==> config.mk <==
export PLATFORM = sky130hd
export DESIGN_NAME = particulate_sensor_frame_scanner
export DESIGN_NICKNAME = d
export VERILOG_FILES = /design/src/design/psfs_pkg.sv /design/src/design/particulate_sensor_frame_scanner.sv
export SDC_FILE = /design/constraint.sdc
export NUM_CORES = 1
export LEC_CHECK = 0
export ABC_AREA = 1
export BUFFER_PORTS_ARGS = -buffer_cell sky130_fd_sc_hd__buf_2
export CELL_PAD_IN_SITES_DETAIL_PLACEMENT = 1
export CELL_PAD_IN_SITES_GLOBAL_PLACEMENT = 1
export CORE_MARGIN = 2
export CORE_UTILIZATION = 45
export CTS_BUF_LIST = sky130_fd_sc_hd__clkbuf_8
export DETAILED_ROUTE_END_ITERATION = 10
export MAX_ROUTING_LAYER = met4
export PLACE_DENSITY = 0.77
export SLEW_MARGIN = 0
export SYNTH_ARGS = -nofsm -noshare
export SYNTH_HDL_FRONTEND = slang
export SYNTH_SLANG_ARGS = --single-unit
==> constraint.sdc <==
create_clock -name clk -period 5.94 [get_ports clk]
set_input_delay 1.485 -clock clk [delete_from_list [all_inputs] [get_ports clk]]
set_output_delay 1.485 -clock clk [all_outputs]
set_load 0.03 [all_outputs]
==> src/design/psfs_pkg.sv <==
`timescale 1ns / 1ps
// Shared constants and types for the particulate sensor frame scanner.
// No dependencies.
package psfs_pkg;

	localparam int unsigned WinLen    = 24;
	localparam int unsigned RespLen   = 9;
	localparam int unsigned UploadLen = 24;

	// frame_kind register codes
	typedef enum logic [1:0] {
		KIND_SLEEP_WAKE = 2'd0,
		KIND_QUERY      = 2'd1,
		KIND_UPLOAD     = 2'd2,
		KIND_UNUSED     = 2'd3
	} frame_kind_t;

	// result status codes
	typedef enum logic [1:0] {
		ST_OK       = 2'd0,
		ST_DEV_FAIL = 2'd1,
		ST_NO_FRAME = 2'd2,
		ST_SHORT    = 2'd3
	} status_t;

	// register byte addresses
	localparam logic [1:0] ADDR_FRAME_KIND = 2'd0;

	localparam logic [7:0] RESP_START = 8'hff;
	localparam logic [7:0] ID_SLEEP   = 8'ha7;
	localparam logic [7:0] ID_MEAS    = 8'h86;
	localparam logic [7:0] UPL_START0 = 8'h42;
	localparam logic [7:0] UPL_START1 = 8'h4d;
	localparam logic [7:0] RET_FAIL   = 8'h00;

	// result item as packed on the output bus, status in the low bits
	typedef struct packed {
		logic [15:0] pm10;
		logic [15:0] pm2_5;
		logic [15:0] pm1;
		status_t     status;
	} result_t;

endpackage

==> src/design/particulate_sensor_frame_scanner.sv <==
`timescale 1ns / 1ps
// Particulate sensor frame scanner: top level, single module.
// Depends on psfs_pkg.
//
// Takes received sensor UART bytes on the s_ side, one per cycle unless stalled, each read ending
// with s_tlast, and reports the first valid frame of the kind selected by frame_kind
// (register at byte address 0: 0 sleep/wake response, 1 queried measurement response,
// 2 active upload frame). A 9-byte response is 0xff, id, six data bytes and the negated
// 8-bit sum of bytes 1..7; a 24-byte upload frame is 0x42 0x4d ... with a big-endian
// 16-bit sum of bytes 0..21 at the end. At most one result per read: the frame's status
// and PM values as soon as its last byte arrives, or, at the end of a read without a
// frame, "too short" (fewer bytes than the frame length) or "no frame". Throughput is
// one byte per cycle while m_ does not stall; a taken byte waits in the input stage and
// its result goes into the result register. The cost per byte is set by the frame
// check between the input stage and the result register: the window checksums are
// kept as running sums, so that path is one 16-bit compare and some byte compares. A
// result waiting in the output register does not stop intake until the input stage
// also holds a byte. Write configuration only while the block is idle; the block does not enforce it.
module particulate_sensor_frame_scanner (
	input  logic        clk,
	input  logic        arst_n,
	// byte input
	input  logic        s_tvalid,
	output logic        s_tready,
	input  logic [7:0]  s_tdata,   // [7:0] rx_byte
	input  logic        s_tlast,   // last_of_read
	// result output
	output logic        m_tvalid,
	input  logic        m_tready,
	output logic [55:0] m_tdata,   // [1:0] status, [17:2] pm1, [33:18] pm2_5, [49:34] pm10
	// configuration
	input  logic        psel,
	input  logic        penable,
	input  logic        pwrite,
	input  logic [1:0]  paddr,
	input  logic [31:0] pwdata,
	output logic [31:0] prdata,
	output logic        pready
);

	// ---------------- configuration register ----------------
	psfs_pkg::frame_kind_t frame_kind_q;

	assign pready = 1'b1;

	always_ff @(posedge clk or negedge arst_n) begin
		if (!arst_n) begin
			frame_kind_q <= psfs_pkg::KIND_QUERY;
		end else if (psel && penable && pwrite && pready &&
		             paddr == psfs_pkg::ADDR_FRAME_KIND) begin
			frame_kind_q <= psfs_pkg::frame_kind_t'(pwdata[1:0]);
		end
	end

	always_comb begin
		prdata = '0;
		if (paddr == psfs_pkg::ADDR_FRAME_KIND)
			prdata = {30'd0, frame_kind_q};
	end

	// ---------------- input stage and byte window ----------------
	// window_q[23] is the newest byte. The window shifts when a byte is taken,
	// so in stage 1 it already includes the byte held there.
	logic [7:0]  window_q [psfs_pkg::WinLen];
	logic [15:0] sum22_q;   // 16-bit sum of window bytes 0..21
	logic [7:0]  sum7_q;    // 8-bit sum of window bytes 16..22
	logic        valid_s1;
	logic        last_s1;
	logic        advance;
	logic        in_acc;

	assign advance  = valid_s1 && (!m_tvalid || m_tready);
	assign s_tready = !valid_s1 || advance;
	assign in_acc   = s_tvalid && s_tready;

	always_ff @(posedge clk or negedge arst_n) begin
		if (!arst_n) begin
			for (int i = 0; i < psfs_pkg::WinLen; i++)
				window_q[i] <= '0;
			sum22_q <= '0;
			sum7_q  <= '0;
		end else if (in_acc) begin
			for (int i = 0; i < psfs_pkg::WinLen - 1; i++)
				window_q[i] <= window_q[i+1];
			window_q[psfs_pkg::WinLen-1] <= s_tdata;
			// running sums: byte entering the span minus byte leaving it
			sum22_q <= sum22_q + {8'd0, window_q[22]} - {8'd0, window_q[0]};
			sum7_q  <= sum7_q + window_q[23] - window_q[16];
		end
	end

	always_ff @(posedge clk or negedge arst_n) begin
		if (!arst_n) begin
			valid_s1 <= 1'b0;
		end else if (in_acc) begin
			valid_s1 <= 1'b1;
		end else if (advance) begin
			valid_s1 <= 1'b0;
		end
	end

	always_ff @(posedge clk) begin
		if (in_acc)
			last_s1 <= s_tlast;
	end

	// ---------------- per-read state ----------------
	logic [4:0] bytes_seen_q;
	logic       frame_reported_q;
	logic [4:0] seen_now;

	assign seen_now = (bytes_seen_q == 5'(psfs_pkg::WinLen)) ? bytes_seen_q
	                                                         : bytes_seen_q + 5'd1;

	// ---------------- frame check ----------------
	logic           resp_kind;
	logic [7:0]     resp_id;
	logic           resp_hit;
	logic           upl_hit;
	logic           hit;
	logic           emit;
	logic [4:0]     kind_len;
	psfs_pkg::result_t res;

	assign resp_kind = (frame_kind_q == psfs_pkg::KIND_SLEEP_WAKE) ||
	                   (frame_kind_q == psfs_pkg::KIND_QUERY);
	assign resp_id   = (frame_kind_q == psfs_pkg::KIND_SLEEP_WAKE) ? psfs_pkg::ID_SLEEP
	                                                               : psfs_pkg::ID_MEAS;
	assign kind_len  = (frame_kind_q == psfs_pkg::KIND_UPLOAD) ? 5'(psfs_pkg::UploadLen)
	                                                           : 5'(psfs_pkg::RespLen);

	// response frame occupies window bytes 15..23
	assign resp_hit = resp_kind && (seen_now >= 5'(psfs_pkg::RespLen)) &&
	                  window_q[15] == psfs_pkg::RESP_START && window_q[16] == resp_id &&
	                  (8'd0 - sum7_q) == window_q[23];

	// upload frame fills the whole window
	assign upl_hit = (frame_kind_q == psfs_pkg::KIND_UPLOAD) &&
	                 (seen_now == 5'(psfs_pkg::UploadLen)) &&
	                 window_q[0] == psfs_pkg::UPL_START0 &&
	                 window_q[1] == psfs_pkg::UPL_START1 &&
	                 {window_q[22], window_q[23]} == sum22_q;

	assign hit  = !frame_reported_q && (resp_hit || upl_hit);
	assign emit = hit || (!frame_reported_q && last_s1);

	always_comb begin
		res.status = psfs_pkg::ST_NO_FRAME;
		res.pm1    = '0;
		res.pm2_5  = '0;
		res.pm10   = '0;
		if (hit) begin
			res.status = psfs_pkg::ST_OK;
			case (frame_kind_q)
				psfs_pkg::KIND_SLEEP_WAKE: begin
					if (window_q[17] == psfs_pkg::RET_FAIL)
						res.status = psfs_pkg::ST_DEV_FAIL;
				end
				psfs_pkg::KIND_QUERY: begin
					res.pm1   = {window_q[21], window_q[22]};
					res.pm2_5 = {window_q[17], window_q[18]};
					res.pm10  = {window_q[19], window_q[20]};
				end
				psfs_pkg::KIND_UPLOAD: begin
					res.pm1   = {window_q[10], window_q[11]};
					res.pm2_5 = {window_q[12], window_q[13]};
					res.pm10  = {window_q[14], window_q[15]};
				end
				default: ;
			endcase
		end else if (seen_now < kind_len) begin
			res.status = psfs_pkg::ST_SHORT;
		end
	end

	always_ff @(posedge clk or negedge arst_n) begin
		if (!arst_n) begin
			bytes_seen_q     <= '0;
			frame_reported_q <= 1'b0;
		end else if (advance) begin
			if (last_s1) begin
				// no frame spans two reads
				bytes_seen_q     <= '0;
				frame_reported_q <= 1'b0;
			end else begin
				bytes_seen_q     <= seen_now;
				frame_reported_q <= frame_reported_q || hit;
			end
		end
	end

	// ---------------- result register ----------------
	psfs_pkg::result_t res_q;
	logic              out_valid_q;

	always_ff @(posedge clk or negedge arst_n) begin
		if (!arst_n) begin
			out_valid_q <= 1'b0;
		end else if (advance) begin
			out_valid_q <= emit;
		end else if (m_tready) begin
			out_valid_q <= 1'b0;
		end
	end

	always_ff @(posedge clk) begin
		if (advance && emit)
			res_q <= res;
	end

	assign m_tvalid = out_valid_q;
	assign m_tdata  = {6'd0, res_q};

	// ---------------- assertions ----------------
	a_seen_bound: assert property (@(posedge clk) disable iff (!arst_n)
		bytes_seen_q <= 5'(psfs_pkg::WinLen))
		else $error("bytes_seen beyond window length");

	a_read_end_clears: assert property (@(posedge clk) disable iff (!arst_n)
		advance && last_s1 |=> bytes_seen_q == 5'd0 && !frame_reported_q)
		else $error("per-read state not cleared at end of read");

	a_stall_needs_item: assert property (@(posedge clk) disable iff (!arst_n)
		!s_tready |-> valid_s1 && m_tvalid && !m_tready)
		else $error("input stalled without a blocked item");

	a_non_ok_zero: assert property (@(posedge clk) disable iff (!arst_n)
		m_tvalid && res_q.status != psfs_pkg::ST_OK |->
			res_q.pm1 == 16'd0 && res_q.pm2_5 == 16'd0 && res_q.pm10 == 16'd0)
		else $error("non-ok result carries values");

endmodule
==> out/qor.log, run 1 <==
[final_layout] final instance area 15200 um2
[global_routing] global-route usage over all layers 22.5%
[synth] number of enable-type register cells in the synthesized netlist 51
[detailed_routing] total iterations of the first detailed-routing run 5
[sta] count of final hold-check violations 0
[die] number of top-level design ports 141
[detailed_routing] routed wire length 33.9 mm
[sta] remaining max-slew budget at the tightest pin 23.7%
[worst_setup_path] CP Cell Sequence buf_2 > nor2_1 > inv_1 > nor2_1 > buf_2
[sta] final-layout worst hold slack 470 ps
[synth] top-area cell type share of the netlist area 41.0%
[detailed_routing] number of DRC violations after detailed-routing iteration 0 670
[placement] RePlAce Congestion 0.861
[cts] post-cts gate resize count 0
[worst_setup_path] library cell contributing the largest single delay on the critical path buf_2
[cts] H-tree depth 2
[final_layout] layout overhead on the synthesized area 10.5%
[detailed_routing] via total after detailed routing 10565
[final_layout] ANT cells 0
[sta] Total Negative Setup Slacks 0 ps
[synth] mean post-synth cell area 8.52 um2
[sta] share of the clock period used by the worst path 60.4%
[sta] maximum operating frequency 0.279 GHz
[die] height of the die 179 um
[worst_setup_path] Worst Setup Path Type in -> out
[synth] async set or reset register ratio after synthesis 81.6%
[synth] Post-Syn Area 13700 um2
[worst_setup_path] endpoint of the most critical register-to-register path m_tdata[8]
[min_path] worst min path class reg -> reg
[worst_setup_path] CP startpoint paddr[1]
[power_and_ir_drop] static leakage power 7.35 nW
[global_routing] wire length of the first global-routing pass 54.9 mm
[worst_setup_path] CP Buf/Inv Count 3
[die] starting density of the core 45.9%
[synth] Seq/Total Area, Yosys 52.4%
[min_path] Hold Startpoint window_q[167]
[worst_setup_path] Worst Reg2Reg Path Length in Cells 15
[worst_setup_path] endpoint arrival time on the critical path 2100 ps
[global_routing] number of antenna violations at the first check in global routing 0
[cts] clock sinks 277
[worst_setup_path] Critical Path Fanout Max 2
[die] Die Outline Area 31900 um2
[cts] number of hold buffers added after CTS 0
[power_and_ir_drop] total power per unit cell area 465 nW/um2
[worst_setup_path] maximum single-stage delay on the critical path 210 ps
[worst_setup_path] total stage count of the critical path 5
[sta] min Tclk post-route 3590 ps
[final_layout] final cell count without fillers 2101
[worst_setup_path] Worst Path Required 4450 ps
[sta] setup repair after global routing missed its margin false
[die] number of rows in the core area 63
[synth] synth warn 0
[worst_setup_path] Worst path top cell family by delay buffers and inverters
[placement] Port Buffer Count 73
[die] horizontal die dimension 179 um
[run_status] result of the run finished, final reports clean
[detailed_routing] post-detailed-route wirelength per cell 16.1 um
[cts] CTS tree built
[synth] most frequently used cell type in the post-synthesis netlist nand2_1
[worst_setup_path] r2r startpoint frame_kind_q[0]
[placement] Placed Cells 2017
[cts] Inserted Clock Buffers 46
[sta] clock skew 30.0 ps
[final_layout] ratio of cells with drive above 1 in the final layout 10.3%
[synth] synthesis-stage register bit count 277
[sta] slew at the pin closest to its max-slew limit 1140 ps
[synth] primary flip-flop cell chosen by synthesis mapping dfrtp_1
[detailed_routing] number of remaining DRC errors 0
[synth] Gate Count Post-Synth 1611
[sta] max-slew violations 0
[synth] top cells by area, synth dfrtp_1, nand2_1, edfxtp_1
[worst_setup_path] Setup crit end kind output port
[global_routing] aggregate global routing overflow 0
[sta] number of setup violations in the final report 0
[cts] clock tree buffer depth 3
[placement] placed cell areas 14200 um2
[die] area of the core region 29900 um2
[synth] cell types with the highest counts after synthesis nand2_1, inv_1, dfrtp_1, o21ai_0, nor2_1
[global_routing] pin count of the biggest net entering global routing 308
[synth] biggest area consumer among synthesized cells dfrtp_1
[synth] number of library cell types mapped by synthesis 45
[global_routing] number of global-route vias before repair 10718
[final_layout] final layout net count 1771
[flow_run] Maximum Capacitance Violations 0
[worst_setup_path] worst setup path endpoint prdata[1]
[worst_setup_path] CP startpoint kind input port
[cts] CTS Root Buffer Type clkbuf_8
[cts] number of post-CTS setup repair buffers 0
[power_and_ir_drop] peak supply drop 213 uV
[detailed_routing] Final ANT Viol Nets 0
[cts] Clock Pin Slew Worst Setup and Hold Paths 60 ps
[placement] hpwl dp 23.1 mm
[cts] insertion delay of the later-clocked pin in the worst-skew pair 580 ps
[worst_setup_path] reg-to-reg slack, setup 2360 ps
[detailed_routing] via/cell ratio 5.03
==> cell families (layout without fill, tap and decap cells) <==
group / Yosys count / after routing / share of synthesized area, %
simple gates: 647 / 647 / 19.9
fa+ha+maj: 46 / 46 / 5.01
buf+inv: 367 / 432 / 11.3
compound gates: 249 / 249 / 9.80
xor+xnor: 23 / 23 / 1.57
other cells: 2 / 37 / 0.0547
flops: 277 / 277 / 52.4
==> worst register-to-register path, cell delays in order, from the launching register on <==
cell     delay (ps)
dfstp_2         370
inv_1           120
ha_1            180
inv_2            40
buf_4           320
nor2_1          320
nand3_1         110
nor2_1          130
nand2_1          70
nor2_1          260
nand3_1         110
nand2_1         120
nand2_1          80
nand2_1          60
nand2_1          80
inv_2           770
==> routing by layer <==
metal	routed length (um)	GRT usage, %	vias to the layer above	share of wire, %
met5	0	-	-	0
met3	1300	3.15	53	3.8
met2	16300	36.4	189	48
met4	846	7.18	0	2.5
li1	-	-	5102	-
met1	15500	29.3	5221	46
==> flip-flops by register name (all words and copies together), names as in the netlist <==
register	count
sum22_q	16
frame_reported_q	1
last_s1	1
valid_s1	1
bytes_seen_q	5
frame_kind_q	2
window_q	192
m_tdata	50
m_tvalid	1
sum7_q	8
==> area by class of cell <==
cell class | instances | area, um2
fillers | 3623 | 14700
flip-flops and latches | 277 | 7190
multi-input cells | 1002 | 5120
inverters | 267 | 1000
clock buffers | 55 | 757
well taps | 390 | 488
repair buffers | 81 | 448
clock inverters | 29 | 161
==> worst min path at each step <==
stage | endpoint | slack [ps] | cells after the start
2_1_floorplan | window_q[120] | 440 | 2
6_report | window_q[175] | 470 | 2
3_3_place_gp | window_q[180] | 450 | 2
5_1_grt | window_q[180] | 490 | 2
4_1_cts | window_q[175] | 480 | 2
3_5_place_dp | window_q[175] | 460 | 2
==> report_power, final <==
| part | internal, mW | total [mW] | switching (mW) |
|---|---|---|---|
| Sequential | 2.38 | 2.73 | 0.346 |
| Combinational | 0.938 | 2.65 | 1.71 |
| Clock | 0.887 | 1.67 | 0.784 |
==> per-stage QoR <==
stage	utilization (%)	setup WS, ps	power [mW]
6_report	50.8	2350	7.05
5_1_grt	50.8	2010	7.61
4_1_cts	50.8	2330	7.12
3_5_place_dp	47.7	2340	5.40
3_3_place_gp	47.7	2420	5.27
2_1_floorplan	-	2390	4.68
==> placed cells by master (no fill, tap or decap), types with 4 or more instances in the layout <==
cell type / count
edfxtp_1: 51
nand2_1: 470
ha_1: 31
fa_1: 15
clkinv_1: 4
conb_1: 37
nor2_1: 81
nand4_1: 14
buf_2: 72
dfrtp_1: 225
nor3_1: 11
nor2_4: 20
nand3_1: 37
buf_4: 7
clkbuf_8: 55
inv_2: 6
o21ai_0: 153
a21oi_1: 24
o22ai_1: 59
xnor2_1: 8
xor2_1: 14
inv_1: 279
Power figures use the tool's default switching activity.
==> run 2, diff against run 1 <==
clock period = 3.45 ns   (was 5.94 ns; I/O delays follow)
==> run 2 against run 1 <==
Against the previous run:
- via count increased by 0.41%
- core utilization increased by 0.52 points
- die area unchanged
- clock skew increased by 8.7 ps
- power increased by 74%
- count of clock-buffer cells in the layout increased by 2
- critical endpoint is now sum22_q[11]
- first-iteration DRC count decreased by 7.5%
- sequential power increased by 72%
- clock power increased by 75%
- non-clock buffer count increased by 7
- sequential share of layout area decreased by 0.48 points
==> out/qor.log, run 2 (same netlist as run 1, synthesis figures left out) <==
[run_status] result of the run finished, final reports clean
[die] height of the die 179 um [unchanged]
[final_layout] layout overhead on the synthesized area 11.6%
[power_and_ir_drop] static leakage power 7.43 nW [+1.1%]
[sta] maximum operating frequency 0.333 GHz
[sta] final-layout worst hold slack 306 ps [-164 ps]
[power_and_ir_drop] Total Power Consumption 12.2 mW [+74%]
[placement] pre-CTS WS 467 ps [-1880 ps]
[cts] CTS Root Buffer Type clkbuf_8
[die] number of top-level design ports 141 [unchanged]
[detailed_routing] total iterations of the first detailed-routing run 5 [unchanged]
[worst_setup_path] endpoint of the most critical register-to-register path sum22_q[11]
[sta] clock skew 38.7 ps [+8.65 ps]
[sta] max-slew violations 0 [unchanged]
[detailed_routing] number of DRC violations after detailed-routing iteration 0 620 [-7.5%]
[cts] post-cts gate resize count 0 [unchanged]
[cts] clock sinks 277 [unchanged]
[detailed_routing] routed wire length 35.1 mm [+3.5%]
[cts] number of post-CTS setup repair buffers 0 [unchanged]
[power_and_ir_drop] total power per unit cell area 799 nW/um2 [+72%]
[sta] count of final hold-check violations 0 [unchanged]
[cts] CTS tree built
[detailed_routing] Final ANT Viol Nets 0 [unchanged]
[worst_setup_path] Worst Setup Path Type reg -> reg
[detailed_routing] post-detailed-route wirelength per cell 16.6 um [+3.1%]
[worst_setup_path] endpoint arrival time on the critical path 3400 ps [+1300 ps]
[sta] min Tclk post-route 3000 ps
[global_routing] wire length of the first global-routing pass 57.1 mm [+4.0%]
[worst_setup_path] reg-to-reg slack, setup 450 ps [-1910 ps]
[global_routing] number of global-route vias before repair 11215 [+4.6%]
[flow_run] Maximum Capacitance Violations 0 [unchanged]
[placement] hpwl dp 24.7 mm [+6.8%]
[global_routing] global-route usage over all layers 23.5% [+1.1 points]
[worst_setup_path] maximum single-stage delay on the critical path 610 ps [+400 ps]
[min_path] worst min path class in -> async
[final_layout] utilization after layout 51.3% [+0.52 points]
[cts] Clock Pin Slew Worst Setup and Hold Paths 60 ps [about the same]
[placement] Port Buffer Count 73 [unchanged]
[worst_setup_path] Worst Reg2Reg Path Length in Cells 13 [-2]
[global_routing] met1 track utilization from global routing 29.8% [+0.50 points]
[worst_setup_path] Worst Path Required 3850 ps [-600 ps]
[global_routing] aggregate global routing overflow 0 [unchanged]
[sta] Total Negative Setup Slacks 0 ps [unchanged]
[worst_setup_path] Critical Path Fanout Max 4 [+2]
[global_routing] GRT met3 Usage 3.26% [+0.11 points]
[cts] Inserted Clock Buffers 47 [+2.2%]
[detailed_routing] via/cell ratio 5.03 [about the same]
[cts] number of hold buffers added after CTS 0 [unchanged]
[final_layout] register with the most flip-flops window_q
[cts] clock tree buffer depth 3 [unchanged]
[placement] RePlAce Congestion 0.884 [+2.8%]
[power_and_ir_drop] peak supply drop 413 uV [+94%]
[worst_setup_path] r2r startpoint window_q[9]
[global_routing] pin count of the biggest net entering global routing 138 [-55%]
[final_layout] ratio of cells with drive above 1 in the final layout 11.0% [+0.64 points]
[final_layout] ANT cells 0 [unchanged]
[die] Die Outline Area 31900 um2 [unchanged]
[die] number of rows in the core area 63 [unchanged]
[detailed_routing] via total after detailed routing 10608 [+0.41%]
[detailed_routing] number of remaining DRC errors 0 [unchanged]
[sta] Final Worst Setup Slack 448 ps [-1910 ps]
[final_layout] final layout net count 1779 [+0.45%]
[worst_setup_path] library cell contributing the largest single delay on the critical path fa_1
[final_layout] number of flip-flops under the largest register name 192 [unchanged]
[worst_setup_path] CP Cell Sequence inv_1 > fa_1 > inv_1 > ha_1 > nand3_1 > nand2_1 > a21oi_1 > o21ai_0 > nand2_1 > o21ai_0 > nand2_1 > nand3_1 > o21ai_0
[final_layout] most common library cell in the layout ignoring fill and taps nand2_1
[sta] share of the clock period used by the worst path 87.0%
[worst_setup_path] Setup crit end kind flop
[sta] slew at the pin closest to its max-slew limit 722 ps [-422 ps]
[worst_setup_path] CP startpoint kind flop
[sta] remaining max-slew budget at the tightest pin 51.9% [+28 points]
[cts] insertion delay of the later-clocked pin in the worst-skew pair 580 ps [about the same]
[sta] setup repair after global routing missed its margin false
[die] area of the core region 29900 um2 [unchanged]
[final_layout] leading cell types in the layout, fill and taps excluded nand2_1, inv_1, dfrtp_1
[worst_setup_path] CP startpoint window_q[9]
[sta] number of setup violations in the final report 0 [unchanged]
[global_routing] global-route track usage on met2 39.3% [+2.8 points]
[global_routing] number of antenna violations at the first check in global routing 0 [unchanged]
[cts] H-tree depth 2 [unchanged]
[global_routing] GR peak layer met2
[die] horizontal die dimension 179 um [unchanged]
[die] starting density of the core 45.9% [unchanged]
-- run 2: cell types whose count changed in the layout (fill, tap and decap cells not counted), sizes merged --
cell	before	now
buf	81	88
clkbuf	55	57
-- run 2: how the worst max path moves through the flow --
stage                   to  cells past startpoint
2_1_floorplan   m_tdata[0]                     16
3_3_place_gp   sum22_q[11]                     13
3_5_place_dp   sum22_q[11]                     13
4_1_cts        sum22_q[11]                     13
5_1_grt        sum22_q[11]                     13
6_report       sum22_q[11]                     13
-- run 2: cell type report --
type | instances | area [um2]
Fill cell | 3622 | 14600
Clock inverter | 29 | 160
Tap cell | 390 | 488
Sequential cell | 277 | 7190
Multi-Input combinational cell | 1002 | 5120
Timing Repair Buffer | 88 | 576
Inverter | 267 | 1000
Clock buffer | 57 | 785
-- run 2: critical path: cells and delay by family, from the launching register on --
| kind | cells | cell delay, ps |
|---|---|---|
| adder cells (fa/ha/maj) | 2 | 880 |
| AO/OA/AOI/OAI | 4 | 810 |
| AND/OR/NAND/NOR | 5 | 540 |
| flip-flops | 1 | 380 |
| buffers and inverters | 2 | 210 |
-- run 2: per-layer routing --
metal,part of all wire [%],up-vias
li1,-,5127
met2,49,170
met3,3.2,58
met5,0,-
met1,45,5253
met4,2.7,0
-- run 2: power by group --
part	leakage, nW	total, mW	switching [mW]	internal (mW)
Clock	0.555	2.93	1.35	1.58
Combinational	3.43	4.62	2.98	1.63
Sequential	3.44	4.70	0.603	4.10
-- run 2: stage by stage --
stage,cells,area (um2)
3_3_place_gp,2024,14400
3_5_place_dp,2024,14400
4_1_cts,2110,15300
6_report,2110,15300
5_1_grt,2110,15300
2_1_floorplan,1646,13900
